[src/lpp_pkg.sv]
// ----------------------------------------------------------------------------
// lpp_pkg: shared definitions for the LED pattern player
// Field widths, input kind and register codes, reset values, frame tables,
// and the command and status words between controller and datapath.
// ----------------------------------------------------------------------------
package lpp_pkg;

    // Number of built-in patterns.
    localparam int NUM_PATTERNS_C = 5;

    // Field widths.
    localparam int KIND_W    = 3;
    localparam int PAT_W     = 3;
    localparam int LED_W     = 8;
    localparam int PERIOD_W  = 16;
    localparam int FRAME_W   = 6;
    localparam int ROM_AW    = 7;
    localparam int CFG_AW    = 4;
    localparam int CFG_DW    = 32;
    localparam int CFG_IDX_W = 2;

    // Divider geometry: product of two periods over one period.
    localparam int DIVIDEND_W = 2 * PERIOD_W;
    localparam int DIVISOR_W  = PERIOD_W;
    localparam int DIV_BITS   = 2;

    // Input kinds.
    localparam logic [KIND_W-1:0] KIND_TICK   = 3'd0;
    localparam logic [KIND_W-1:0] KIND_FASTER = 3'd1;
    localparam logic [KIND_W-1:0] KIND_SLOWER = 3'd2;
    localparam logic [KIND_W-1:0] KIND_START  = 3'd3;
    localparam logic [KIND_W-1:0] KIND_QUIT   = 3'd4;

    // Register indexes.
    localparam logic [CFG_IDX_W-1:0] REG_PERIOD_MIN     = 2'd0;
    localparam logic [CFG_IDX_W-1:0] REG_PERIOD_MAX     = 2'd1;
    localparam logic [CFG_IDX_W-1:0] REG_PERIOD_STEP    = 2'd2;
    localparam logic [CFG_IDX_W-1:0] REG_PERIOD_INITIAL = 2'd3;

    // Register reset values.
    localparam logic [PERIOD_W-1:0] RST_PERIOD_MIN     = 16'd100;
    localparam logic [PERIOD_W-1:0] RST_PERIOD_MAX     = 16'd1600;
    localparam logic [PERIOD_W-1:0] RST_PERIOD_STEP    = 16'd100;
    localparam logic [PERIOD_W-1:0] RST_PERIOD_INITIAL = 16'd900;

    // All frames of all patterns, back to back.
    localparam logic [LED_W-1:0] FRAME_ROM [0:111] = '{
        // bounce
        8'h80, 8'h40, 8'h20, 8'h10, 8'h08, 8'h04, 8'h02, 8'h01,
        8'h02, 8'h04, 8'h08, 8'h10, 8'h20, 8'h40,
        // crash
        8'h81, 8'h42, 8'h24, 8'h18, 8'h18, 8'h24, 8'h42,
        // police
        8'hF0, 8'h00, 8'hF0, 8'h00, 8'hF0, 8'h00, 8'h00, 8'h00,
        8'h0F, 8'h00, 8'h0F, 8'h00, 8'h0F, 8'h00, 8'h00, 8'h00,
        8'hF0, 8'hF0, 8'hF0, 8'h00, 8'h00, 8'h00, 8'h00, 8'h00,
        8'h0F, 8'h0F, 8'h0F, 8'h00, 8'h00, 8'h00, 8'h00, 8'h00,
        // stone in pond
        8'h80, 8'h40, 8'h20, 8'h10, 8'h18, 8'h24, 8'h42, 8'h81,
        8'h81, 8'h42, 8'h42, 8'h42, 8'h24, 8'h24, 8'h24, 8'h18,
        8'h18, 8'h18, 8'h00, 8'h00,
        // traffic jam
        8'h80, 8'h40, 8'hA0, 8'h50, 8'hA8, 8'h54, 8'hAA, 8'h55,
        8'hAA, 8'h55, 8'hAA, 8'h55, 8'hAA,
        8'h55, 8'h55, 8'h55, 8'h55, 8'h55,
        8'h54, 8'h52, 8'h51, 8'h50,
        8'h48, 8'h44, 8'h42, 8'h41, 8'h40,
        8'h20, 8'h10, 8'h08, 8'h04, 8'h02, 8'h01, 8'h00,
        8'h00, 8'h00, 8'h00, 8'h00, 8'h00
    };

    // Number of frames in a pattern.
    function automatic logic [FRAME_W-1:0] frame_len(input logic [PAT_W-1:0] pat);
        logic [FRAME_W-1:0] len;
        case (pat)
            3'd0:    len = 6'd14;
            3'd1:    len = 6'd7;
            3'd2:    len = 6'd32;
            3'd3:    len = 6'd20;
            3'd4:    len = 6'd39;
            default: len = 6'd14;
        endcase
        return len;
    endfunction

    // First frame of a pattern in the frame table.
    function automatic logic [ROM_AW-1:0] frame_base(input logic [PAT_W-1:0] pat);
        logic [ROM_AW-1:0] base;
        case (pat)
            3'd0:    base = 7'd0;
            3'd1:    base = 7'd14;
            3'd2:    base = 7'd21;
            3'd3:    base = 7'd53;
            3'd4:    base = 7'd73;
            default: base = 7'd0;
        endcase
        return base;
    endfunction

    // LED word of one frame; an index past the end shows the first frame.
    function automatic logic [LED_W-1:0] frame_leds(input logic [PAT_W-1:0]   pat,
                                                    input logic [FRAME_W-1:0] fi);
        logic [FRAME_W-1:0] f;
        logic [ROM_AW-1:0]  idx;
        f   = (fi < frame_len(pat)) ? fi : '0;
        idx = frame_base(pat) + {1'b0, f};
        return FRAME_ROM[idx];
    endfunction

    // Commands from the controller to the datapath.
    typedef struct packed {
        logic latch;
        logic exec;
        logic div_start;
        logic wb;
        logic load_out;
    } lpp_cmd_t;

    // Status from the datapath to the controller.
    typedef struct packed {
        logic rescale_req;
        logic div_done;
    } lpp_sts_t;

endpackage

[src/lpp_div.sv]
// ----------------------------------------------------------------------------
// lpp_div: iterative unsigned divider
// Restoring division, two quotient bits per cycle, 32-bit dividend over a
// 16-bit divisor.
// ----------------------------------------------------------------------------
module lpp_div (
    input  logic                             clk,
    input  logic                             rst_n,
    input  logic                             start,
    input  logic [lpp_pkg::DIVIDEND_W-1:0]   dividend,
    input  logic [lpp_pkg::DIVISOR_W-1:0]    divisor,
    output logic                             done,
    output logic [lpp_pkg::DIVIDEND_W-1:0]   quotient
);
    import lpp_pkg::*;

    localparam int STEPS = DIVIDEND_W / DIV_BITS;
    localparam int CNT_W = $clog2(STEPS);

    logic                  busy_reg, busy_next;
    logic [CNT_W-1:0]      cnt_reg, cnt_next;
    logic [DIVISOR_W-1:0]  rem_reg, rem_next;
    logic [DIVISOR_W-1:0]  dvs_reg, dvs_next;
    logic [DIVIDEND_W-1:0] quo_reg, quo_next;
    logic [DIVISOR_W-1:0]  step_rem;
    logic [DIVIDEND_W-1:0] step_quo;
    logic [DIVISOR_W:0]    shifted;

    // Two restoring steps: shift in the next dividend bit, subtract if it fits.
    always_comb
    begin
        step_rem = rem_reg;
        step_quo = quo_reg;
        shifted  = '0;
        for (int i = 0; i < DIV_BITS; i++)
        begin
            shifted  = {step_rem, step_quo[DIVIDEND_W-1]};
            step_quo = {step_quo[DIVIDEND_W-2:0], 1'b0};
            if (shifted >= {1'b0, dvs_reg})
            begin
                shifted     = shifted - {1'b0, dvs_reg};
                step_quo[0] = 1'b1;
            end
            step_rem = shifted[DIVISOR_W-1:0];
        end
    end

    // Iteration control.
    always_comb
    begin
        busy_next = busy_reg;
        cnt_next  = cnt_reg;
        rem_next  = rem_reg;
        dvs_next  = dvs_reg;
        quo_next  = quo_reg;
        if (start)
        begin
            busy_next = 1'b1;
            cnt_next  = CNT_W'(STEPS - 1);
            rem_next  = '0;
            dvs_next  = divisor;
            quo_next  = dividend;
        end
        else if (busy_reg)
        begin
            rem_next = step_rem;
            quo_next = step_quo;
            cnt_next = cnt_reg - 1'b1;
            if (cnt_reg == '0)
            begin
                busy_next = 1'b0;
            end
        end
    end

    always_ff @(posedge clk or negedge rst_n)
    begin
        if (!rst_n)
        begin
            busy_reg <= 1'b0;
            cnt_reg  <= '0;
        end
        else
        begin
            busy_reg <= busy_next;
            cnt_reg  <= cnt_next;
        end
    end

    always_ff @(posedge clk)
    begin
        rem_reg <= rem_next;
        dvs_reg <= dvs_next;
        quo_reg <= quo_next;
    end

    assign done     = busy_reg && (cnt_reg == '0);
    assign quotient = quo_reg;

endmodule

[src/lpp_dp.sv]
// ----------------------------------------------------------------------------
// lpp_dp: datapath of the LED pattern player
// Holds the play state, the per-pattern periods, the setting registers and
// the output word, and rescales the frame countdown through the divider.
// ----------------------------------------------------------------------------
module lpp_dp #(
    parameter int NUM_PATTERNS = lpp_pkg::NUM_PATTERNS_C
) (
    input  logic                            clk,
    input  logic                            rst_n,
    input  lpp_pkg::lpp_cmd_t               cmd,
    output lpp_pkg::lpp_sts_t               sts,
    input  logic [lpp_pkg::KIND_W-1:0]      kind,
    input  logic [lpp_pkg::PAT_W-1:0]       pattern,
    input  logic                            psel,
    input  logic                            penable,
    input  logic                            pwrite,
    input  logic [lpp_pkg::CFG_AW-1:0]      paddr,
    input  logic [lpp_pkg::CFG_DW-1:0]      pwdata,
    output logic [lpp_pkg::CFG_DW-1:0]      prdata,
    output logic [lpp_pkg::LED_W-1:0]       leds,
    output logic [lpp_pkg::PERIOD_W-1:0]    period_now,
    output logic                            running
);
    import lpp_pkg::*;

    localparam int IDX_W = (NUM_PATTERNS > 1) ? $clog2(NUM_PATTERNS) : 1;
    localparam logic [PAT_W:0] NUM_PAT_L = (PAT_W + 1)'(NUM_PATTERNS);

    // Item and play state.
    logic [KIND_W-1:0]   kind_reg, kind_next;
    logic [PAT_W-1:0]    pat_reg, pat_next;
    logic                active_reg, active_next;
    logic [PAT_W-1:0]    cur_pat_reg, cur_pat_next;
    logic [FRAME_W-1:0]  frame_reg, frame_next;
    logic [PERIOD_W-1:0] ticks_reg, ticks_next;
    logic [PERIOD_W-1:0] np_reg, np_next;
    logic [PERIOD_W-1:0] period_reg [NUM_PATTERNS];
    logic [PERIOD_W-1:0] period_next [NUM_PATTERNS];

    // Setting registers.
    logic [PERIOD_W-1:0] pmin_reg, pmin_next;
    logic [PERIOD_W-1:0] pmax_reg, pmax_next;
    logic [PERIOD_W-1:0] pstep_reg, pstep_next;
    logic [PERIOD_W-1:0] pinit_reg, pinit_next;

    // Output word.
    logic [LED_W-1:0]    leds_reg, leds_next;
    logic [PERIOD_W-1:0] period_now_reg, period_now_next;
    logic                running_reg, running_next;

    logic                  start_ok;
    logic [PAT_W-1:0]      rd_sel;
    logic [IDX_W-1:0]      rd_idx;
    logic [PERIOD_W-1:0]   per;
    logic [PERIOD_W-1:0]   ticks_dec;
    logic [FRAME_W:0]      frame_inc;
    logic [FRAME_W-1:0]    frame_wrap;
    logic [PERIOD_W-1:0]   np_fast;
    logic [PERIOD_W:0]     np_sum;
    logic [PERIOD_W-1:0]   np_slow;
    logic [PERIOD_W-1:0]   np_raw;
    logic [PERIOD_W-1:0]   np_z;
    logic                  speed_ok;
    logic                  cfg_we;
    logic [CFG_IDX_W-1:0]  cfg_idx;
    logic [PERIOD_W-1:0]   cfg_val;
    logic [PERIOD_W-1:0]   cfg_val_nz;
    logic [DIVIDEND_W-1:0] product;
    logic                  div_done;
    logic [DIVIDEND_W-1:0] quotient;

    // One period read port: the new pattern on a start, else the running one.
    assign start_ok = (kind_reg == KIND_START) && ({1'b0, pat_reg} < NUM_PAT_L);
    assign rd_sel   = start_ok ? pat_reg : cur_pat_reg;
    assign rd_idx   = rd_sel[IDX_W-1:0];
    assign per      = period_reg[rd_idx];

    // Tick: count down, advance and wrap the frame when the count runs out.
    assign ticks_dec  = (ticks_reg != '0) ? ticks_reg - 1'b1 : '0;
    assign frame_inc  = {1'b0, frame_reg} + 1'b1;
    assign frame_wrap = (frame_inc >= {1'b0, frame_len(cur_pat_reg)}) ?
                        '0 : frame_inc[FRAME_W-1:0];

    // Speed keys: step the period and clamp it to the limits.
    assign np_fast  = (per > pstep_reg) ? per - pstep_reg : '0;
    assign np_sum   = {1'b0, per} + {1'b0, pstep_reg};
    assign np_slow  = (np_sum > {1'b0, pmax_reg}) ? pmax_reg : np_sum[PERIOD_W-1:0];
    assign np_raw   = (kind_reg == KIND_FASTER) ?
                      ((np_fast < pmin_reg) ? pmin_reg : np_fast) : np_slow;
    assign np_z     = (np_raw == '0) ? PERIOD_W'(1) : np_raw;
    assign speed_ok = active_reg &&
                      (((kind_reg == KIND_FASTER) && (per > pmin_reg)) ||
                       ((kind_reg == KIND_SLOWER) && (per < pmax_reg)));

    assign sts.rescale_req = cmd.exec && speed_ok && (np_z != per);
    assign sts.div_done    = div_done;

    // Rescale of the remaining ticks: left * new / old.
    assign product = DIVIDEND_W'(ticks_reg) * DIVIDEND_W'(np_reg);

    lpp_div u_div (
        .clk      (clk),
        .rst_n    (rst_n),
        .start    (cmd.div_start),
        .dividend (product),
        .divisor  (per),
        .done     (div_done),
        .quotient (quotient)
    );

    // Setting port decode.
    assign cfg_we     = psel && penable && pwrite;
    assign cfg_idx    = paddr[CFG_AW-1:2];
    assign cfg_val    = pwdata[PERIOD_W-1:0];
    assign cfg_val_nz = (cfg_val == '0) ? PERIOD_W'(1) : cfg_val;

    always_comb
    begin
        case (cfg_idx)
            REG_PERIOD_MIN:     prdata = CFG_DW'(pmin_reg);
            REG_PERIOD_MAX:     prdata = CFG_DW'(pmax_reg);
            REG_PERIOD_STEP:    prdata = CFG_DW'(pstep_reg);
            REG_PERIOD_INITIAL: prdata = CFG_DW'(pinit_reg);
            default:            prdata = '0;
        endcase
    end

    // Next-state logic for every register of the datapath.
    always_comb
    begin
        kind_next       = kind_reg;
        pat_next        = pat_reg;
        active_next     = active_reg;
        cur_pat_next    = cur_pat_reg;
        frame_next      = frame_reg;
        ticks_next      = ticks_reg;
        np_next         = np_reg;
        period_next     = period_reg;
        pmin_next       = pmin_reg;
        pmax_next       = pmax_reg;
        pstep_next      = pstep_reg;
        pinit_next      = pinit_reg;
        leds_next       = leds_reg;
        period_now_next = period_now_reg;
        running_next    = running_reg;

        if (cmd.latch)
        begin
            kind_next = kind;
            pat_next  = pattern;
        end

        if (cmd.exec)
        begin
            np_next = np_z;
            case (kind_reg)
                KIND_TICK:
                begin
                    if (active_reg)
                    begin
                        if (ticks_dec == '0)
                        begin
                            frame_next = frame_wrap;
                            ticks_next = per;
                        end
                        else
                        begin
                            ticks_next = ticks_dec;
                        end
                    end
                end
                KIND_START:
                begin
                    if (start_ok)
                    begin
                        cur_pat_next = pat_reg;
                        active_next  = 1'b1;
                        frame_next   = '0;
                        ticks_next   = per;
                    end
                end
                KIND_QUIT:
                begin
                    active_next = 1'b0;
                end
                default:
                begin
                end
            endcase
        end

        // A quotient of zero still leaves one tick in the frame.
        if (cmd.wb)
        begin
            ticks_next          = (quotient == '0) ? PERIOD_W'(1) : quotient[PERIOD_W-1:0];
            period_next[rd_idx] = np_reg;
        end

        if (cfg_we)
        begin
            case (cfg_idx)
                REG_PERIOD_MIN:  pmin_next  = cfg_val;
                REG_PERIOD_MAX:  pmax_next  = cfg_val;
                REG_PERIOD_STEP: pstep_next = cfg_val;
                REG_PERIOD_INITIAL:
                begin
                    pinit_next = cfg_val;
                    for (int i = 0; i < NUM_PATTERNS; i++)
                    begin
                        period_next[i] = cfg_val_nz;
                    end
                end
                default:
                begin
                end
            endcase
        end

        if (cmd.load_out)
        begin
            leds_next       = active_reg ? frame_leds(cur_pat_reg, frame_reg) : '0;
            period_now_next = per;
            running_next    = active_reg;
        end
    end

    always_ff @(posedge clk or negedge rst_n)
    begin
        if (!rst_n)
        begin
            kind_reg    <= '0;
            pat_reg     <= '0;
            active_reg  <= 1'b0;
            cur_pat_reg <= '0;
            frame_reg   <= '0;
            ticks_reg   <= '0;
            pmin_reg    <= RST_PERIOD_MIN;
            pmax_reg    <= RST_PERIOD_MAX;
            pstep_reg   <= RST_PERIOD_STEP;
            pinit_reg   <= RST_PERIOD_INITIAL;
            for (int i = 0; i < NUM_PATTERNS; i++)
            begin
                period_reg[i] <= RST_PERIOD_INITIAL;
            end
        end
        else
        begin
            kind_reg    <= kind_next;
            pat_reg     <= pat_next;
            active_reg  <= active_next;
            cur_pat_reg <= cur_pat_next;
            frame_reg   <= frame_next;
            ticks_reg   <= ticks_next;
            pmin_reg    <= pmin_next;
            pmax_reg    <= pmax_next;
            pstep_reg   <= pstep_next;
            pinit_reg   <= pinit_next;
            period_reg  <= period_next;
        end
    end

    always_ff @(posedge clk)
    begin
        np_reg         <= np_next;
        leds_reg       <= leds_next;
        period_now_reg <= period_now_next;
        running_reg    <= running_next;
    end

    assign leds       = leds_reg;
    assign period_now = period_now_reg;
    assign running    = running_reg;

    // The frame index always lies inside the running pattern.
    a_frame_in_range: assert property (@(posedge clk) disable iff (!rst_n)
        frame_reg < frame_len(cur_pat_reg))
        else $error("frame index beyond the end of the pattern");

    // No period of the selected pattern ever reads as zero.
    a_period_nonzero: assert property (@(posedge clk) disable iff (!rst_n)
        per != '0)
        else $error("pattern period is zero");

endmodule

[src/lpp_ctrl.sv]
// ----------------------------------------------------------------------------
// lpp_ctrl: controller of the LED pattern player
// Sequences one word through execute, optional rescale and output load, and
// owns the input ready and output valid flags.
// ----------------------------------------------------------------------------
module lpp_ctrl (
    input  logic              clk,
    input  logic              rst_n,
    input  logic              in_valid,
    output logic              in_ready,
    output logic              out_valid,
    input  logic              out_ready,
    output lpp_pkg::lpp_cmd_t cmd,
    input  lpp_pkg::lpp_sts_t sts
);
    import lpp_pkg::*;

    localparam logic [2:0] S_IDLE = 3'd0;
    localparam logic [2:0] S_EXEC = 3'd1;
    localparam logic [2:0] S_MUL  = 3'd2;
    localparam logic [2:0] S_DIV  = 3'd3;
    localparam logic [2:0] S_WB   = 3'd4;
    localparam logic [2:0] S_FIN  = 3'd5;

    logic [2:0] state_reg, state_next;
    logic       out_valid_reg, out_valid_next;
    logic       out_free;

    // The output register can take a new word when empty or being drained.
    assign out_free = !out_valid_reg || out_ready;

    always_comb
    begin
        state_next     = state_reg;
        out_valid_next = out_valid_reg;
        cmd            = '0;
        if (out_valid_reg && out_ready)
        begin
            out_valid_next = 1'b0;
        end
        case (state_reg)
            S_IDLE:
            begin
                if (in_valid)
                begin
                    cmd.latch  = 1'b1;
                    state_next = S_EXEC;
                end
            end
            S_EXEC:
            begin
                cmd.exec   = 1'b1;
                state_next = sts.rescale_req ? S_MUL : S_FIN;
            end
            S_MUL:
            begin
                cmd.div_start = 1'b1;
                state_next    = S_DIV;
            end
            S_DIV:
            begin
                if (sts.div_done)
                begin
                    state_next = S_WB;
                end
            end
            S_WB:
            begin
                cmd.wb     = 1'b1;
                state_next = S_FIN;
            end
            S_FIN:
            begin
                if (out_free)
                begin
                    cmd.load_out   = 1'b1;
                    out_valid_next = 1'b1;
                    state_next     = S_IDLE;
                end
            end
            default:
            begin
                state_next = S_IDLE;
            end
        endcase
    end

    always_ff @(posedge clk or negedge rst_n)
    begin
        if (!rst_n)
        begin
            state_reg     <= S_IDLE;
            out_valid_reg <= 1'b0;
        end
        else
        begin
            state_reg     <= state_next;
            out_valid_reg <= out_valid_next;
        end
    end

    assign in_ready  = (state_reg == S_IDLE);
    assign out_valid = out_valid_reg;

    // An accepted word always goes to execute next.
    a_accept_exec: assert property (@(posedge clk) disable iff (!rst_n)
        in_valid && in_ready |=> state_reg == S_EXEC)
        else $error("accepted word not executed");

    // A finished word lands in a free output register and frees the input.
    a_fin_load: assert property (@(posedge clk) disable iff (!rst_n)
        state_reg == S_FIN && out_free |=> out_valid_reg && state_reg == S_IDLE)
        else $error("finished word not delivered");

    // The end of a division is followed by the write-back.
    a_div_wb: assert property (@(posedge clk) disable iff (!rst_n)
        state_reg == S_DIV && sts.div_done |=> state_reg == S_WB)
        else $error("division result not written back");

endmodule

[src/led_pattern_player_speed_ctrl.sv]
// ----------------------------------------------------------------------------
// led_pattern_player_speed_ctrl: LED chaser with per-pattern speed control
// Plays one of five fixed 8-LED frame sequences, stepping each pattern's
// frame period with faster and slower keys.
// ----------------------------------------------------------------------------
// Usage:
//   Input channel (in_valid/in_ready) carries one word: kind and pattern.
//   Kind 0 is a tick, 1 faster, 2 slower, 3 start pattern, 4 quit.
//   Each input word produces exactly one output word (out_valid/out_ready)
//   with the LED frame, the period of the selected pattern and a run flag.
//   A tick, start, quit or a key that leaves the period unchanged goes
//   through execute and output load; a new word is taken only when idle.
//   A key that changes the period rescales the remaining ticks with one
//   16x16 multiply and an iterative divider that retires two quotient bits
//   a cycle, then writes the new period and the remaining ticks back.
//   The output register holds one finished word: while it waits for the
//   receiver, one more input word is taken and worked on; that word then
//   waits until the output register is free.
//   Reset clears the play state and loads every period with 900 ticks and
//   the limits with 100, 1600 and step 100. Settings are written by the user
//   at APB byte offsets 0, 4, 8 and 12, only while idle; this is not checked.
// ----------------------------------------------------------------------------
module led_pattern_player_speed_ctrl #(
    parameter int NUM_PATTERNS = lpp_pkg::NUM_PATTERNS_C
) (
    input  logic                         clk,
    input  logic                         rst_n,
    input  logic                         in_valid,
    output logic                         in_ready,
    input  logic [lpp_pkg::KIND_W-1:0]   kind,
    input  logic [lpp_pkg::PAT_W-1:0]    pattern,
    output logic                         out_valid,
    input  logic                         out_ready,
    output logic [lpp_pkg::LED_W-1:0]    leds,
    output logic [lpp_pkg::PERIOD_W-1:0] period_now,
    output logic                         running,
    input  logic                         psel,
    input  logic                         penable,
    input  logic                         pwrite,
    input  logic [lpp_pkg::CFG_AW-1:0]   paddr,
    input  logic [lpp_pkg::CFG_DW-1:0]   pwdata,
    output logic [lpp_pkg::CFG_DW-1:0]   prdata,
    output logic                         pready
);
    import lpp_pkg::*;

    lpp_cmd_t cmd;
    lpp_sts_t sts;

    // Register access never stalls.
    assign pready = 1'b1;

    // Sequencing of each word.
    lpp_ctrl u_ctrl (
        .clk       (clk),
        .rst_n     (rst_n),
        .in_valid  (in_valid),
        .in_ready  (in_ready),
        .out_valid (out_valid),
        .out_ready (out_ready),
        .cmd       (cmd),
        .sts       (sts)
    );

    // Play state, periods, settings and output word.
    lpp_dp #(
        .NUM_PATTERNS (NUM_PATTERNS)
    ) u_dp (
        .clk        (clk),
        .rst_n      (rst_n),
        .cmd        (cmd),
        .sts        (sts),
        .kind       (kind),
        .pattern    (pattern),
        .psel       (psel),
        .penable    (penable),
        .pwrite     (pwrite),
        .paddr      (paddr),
        .pwdata     (pwdata),
        .prdata     (prdata),
        .leds       (leds),
        .period_now (period_now),
        .running    (running)
    );

endmodule
[config.mk]
export PLATFORM = sky130hd
export DESIGN_NAME = led_pattern_player_speed_ctrl
export DESIGN_NICKNAME = d
export VERILOG_FILES = /design/src/lpp_pkg.sv /design/src/lpp_div.sv /design/src/lpp_dp.sv /design/src/lpp_ctrl.sv /design/src/led_pattern_player_speed_ctrl.sv
export SDC_FILE = /design/constraint.sdc
export NUM_CORES = 2
export LEC_CHECK = 0
export BUFFER_PORTS_ARGS = -buffer_cell sky130_fd_sc_hd__buf_2
export CAP_MARGIN = 20
export CORE_MARGIN = 3
export CORE_UTILIZATION = 60
export CTS_CLUSTER_DIAMETER = 30
export DETAILED_ROUTE_END_ITERATION = 8
export PLACE_DENSITY = 0.78
export SYNTH_ARGS = -nofsm -noshare
export SYNTH_HDL_FRONTEND = slang
export SYNTH_SLANG_ARGS = --single-unit
[constraint.sdc]
create_clock -name clk -period 12.1 [get_ports clk]
set_input_delay 1.21 -clock clk [delete_from_list [all_inputs] [get_ports clk]]
set_output_delay 1.21 -clock clk [all_outputs]
set_load 0.005 [all_outputs]
==> impl_results.md <==
- Status: finished clean
- CTS Hold Bufs: 0
- Delay-heaviest family, CP: compound AO/OA/AOI/OAI gates
- Inserted Clock Buffers: slightly below 70
- Final worst path period share: between 70% and 80%
- Crit-path max cell delay: around 0.66 ns
- Die X: roughly 230 um
- Post-synth top area cell: fa_1
- Clock transition at the registers of the reported paths: 0.05 ns
- Avg Inst Size Synth: 8.66 um2
- Clock skew: about 0.028 ns
- Post-synth EDFFs: between 80 and 90
- Yosys top cell area share: between 10% and 20%
- WP buf/inv: 5
- Floorplan core area: ~47000 um2
- Multi-input gate area: between 15000 and 20000 um2
- Die area: roughly 50000 um2
- Area occupied by registers: 7660 um2
- Synthesized cell area: between 20000 and 30000 um2
- Initial antenna violation count: 2
- Synth Area in Compound Gates: around 16%
- Post-layout minimum cycle time: between 9 and 10 ns
- Fmax: 107 MHz
- Worst R2R Setup Slack: 2.78 ns
- Setup crit end kind: flop
- Fillers: 3598
- CTS tree: done
- Site Rows: just under 80
- Ports: 109
- Drt total wl: 87800 um
- Share of cells above drive strength 1: around 11%
- Yosys warning count: 0
- P&R area growth vs syn: 11.0%
- Synth area leaders: fa_1 (14%), dfrtp_1 (13%), ha_1 (11%)
- Post-route ant nets: 0
- Vias/cell: approximately 6.4
- Top FF cell, synth: dfrtp_1
- Cells after synthesis: about 3300
- Final nets: a little under 4000
- Unrepaired setup endpoints after global routing: no
- CTS Buffer Depth: 3
- Post-DR wirelength/cell: ~22 um
- Number of global-route vias before repair: 25800
- Max_slew headroom: 21.8%
- Worst EP required: 12.56 ns
- Ant diodes: 0
- Adder-cell area share of the yosys netlist: 24.9%
- Drt first pass iters: 5
- Clk_lat worst skew: 0.60 ns
- Netlist cell types: 86
- Final Max Slew Viols: 0
- Post-CTS setup buffer count: 0
- DRC: 0
- Yosys reg bits: 290
- Hold Fails Final Rpt: 0
- Sink Count: between 200 and 300
- Initial Util: approximately 61%
- Sequential-to-total area share from yosys stat: about a quarter
- H-tree depth: 3
- Fin Setup TNS: 0 ns
- Largest family of logic cells by synthesized area: adder cells
- Clk root buf: clkbuf_16
- Overflow after GRT: 0
- Max reg flops: 80
- Crit-path most repeated cell: buf_4
- Post-synthesis xor/xnor area fraction: under 10%
- Final HPWL DP: around 62000 um
- Maximum fanout along the worst path: 22
- Async S/R FF share, synth: approximately 64%
- Mux cell area share after synthesis: 4.75%
- Die height: ~230 um
- Cell with the most instances after synthesis: nand2_1
- First DRT Iteration DRCs: approximately 2500
- CP startpoint kind: flop
- # port buffers: 73
- Post-CTS Resized: 0
- GP Congestion: around 1.0
- Synth cell count leaders: nand2_1 (558), inv_1 (332), ha_1 (257)
- Endpoints failing setup: 0
- Total track usage: around a third
- Crit-path slowest cell: o311ai_0
- Crit path kind: reg2reg
- Vias: roughly 26000
- First-pass GRT wire length: ~140000 um
- Largest net degree at the start of global routing: 112
- Synth Area in Simple Gates: between 10% and 20%
- Worst min path class: reg2reg
- Data arrival, critical path: between 9 and 10 ns
- Max-cap violations: 0
- Slew of the pin with the lowest slew margin: 1.17 ns
-- worst register-to-register path, delay by kind of cell (launching register included) --
kind | cells | cell delay [ns]
AOI/OAI and AO/OA | 12 | 3.47
and+or+nand+nor | 9 | 2.52
buffers and inverters | 5 | 1.42
adders and majority gates | 2 | 0.80
muxes | 2 | 0.50
DFF | 1 | 0.48
-- stage by stage --
stage	hold slack (ns)	instance area [um2]	cells	setup slack (ns)	util, %
6_report	0.493	32100	4008	2.78	68.2
5_1_grt	0.514	32100	4008	2.30	68.2
4_1_cts	0.491	32100	4006	3.04	68.1
3_5_place_dp	0.486	29700	3879	3.09	63.0
3_3_place_gp	0.479	29700	3878	2.78	63.0
2_1_floorplan	0.469	29000	3358	4.34	-
-- cell usage in the layout (no fill, tap or decap), types with 15 or more instances in the layout --
cell       netlist  final
dfstp_2         33     33
mux2_2          50     50
fa_1           199    199
buf_4           20     46
nor2_1         185    183
a211oi_1        20     20
edfxtp_1        89     89
ha_1           257    257
inv_1          332    332
nor4_1          32     31
o21bai_1        15     15
dfrtp_1        152    152
nor2b_1         30     30
a31oi_1        119    118
mux2i_1         37     37
buf_2           13     72
and2_1         101    101
nand2b_1        30     30
nand3_1         44     43
a21oi_1        155    155
dfxtp_1         16     16
clkbuf_16        0     71
a21o_1          40     40
xor2_1          33     33
and3_1          15     15
conb_1           2     17
xnor2_1         64     64
a22oi_1         17     17
mux4_2          19     19
nand4_1         33     33
nand2_1        558    556
nor3_1          45     42
o21a_1          26     26
o21ai_0        192    191
-- path summary, 6_finish.rpt --
check / from / end / depth (start not counted)
max: u_dp.kind_reg[1]$_DFFE_PN0P_ / u_ctrl.state_reg[1]$_DFFE_PN0P_ / 30
min: u_dp.period_reg[72]$_DFF_PN1_ / u_dp.period_reg[72]$_DFF_PN1_ / 2
max reg2reg: u_dp.kind_reg[1]$_DFFE_PN0P_ / u_ctrl.state_reg[1]$_DFFE_PN0P_ / 30
min reg2reg: u_dp.period_reg[72]$_DFF_PN1_ / u_dp.period_reg[72]$_DFF_PN1_ / 2
max in group asynchronous: rst_n / u_dp.pinit_reg[13]$_DFFE_PN0P_ / 2
min in group asynchronous: rst_n / u_dp.period_reg[53]$_DFF_PN0_ / 1
-- metal layers --
layer / GRT usage [%] / vias up / part of all wire (%)
li1: - / 11500 / -
met1: 46.8 / 12600 / 40
met2: 53.8 / 1379 / 45
met3: 7.76 / 294 / 10
met4: 16.7 / 2 / 4.8
met5: 0 / - / 0.013
-- logic make-up after synthesis --
group	Yosys count
mux	107
compound gates	721
simple gates	1132
fa+ha+maj	456
flops	290
xor+xnor	97
other cells	2
buf+inv	538
-- final cells by class --
class	count	area share, %
multi-input cells	2530	60.0
repair buffers	121	2.36
well taps	607	2.36
inverters	333	3.89
clock buffers	89	6.05
flip-flops and latches	290	23.8
clock inverters	38	1.46
Power is left out: the tool's default activity adds up to more than one toggle a clock period on the data nets, which glitch-free logic cannot reach.
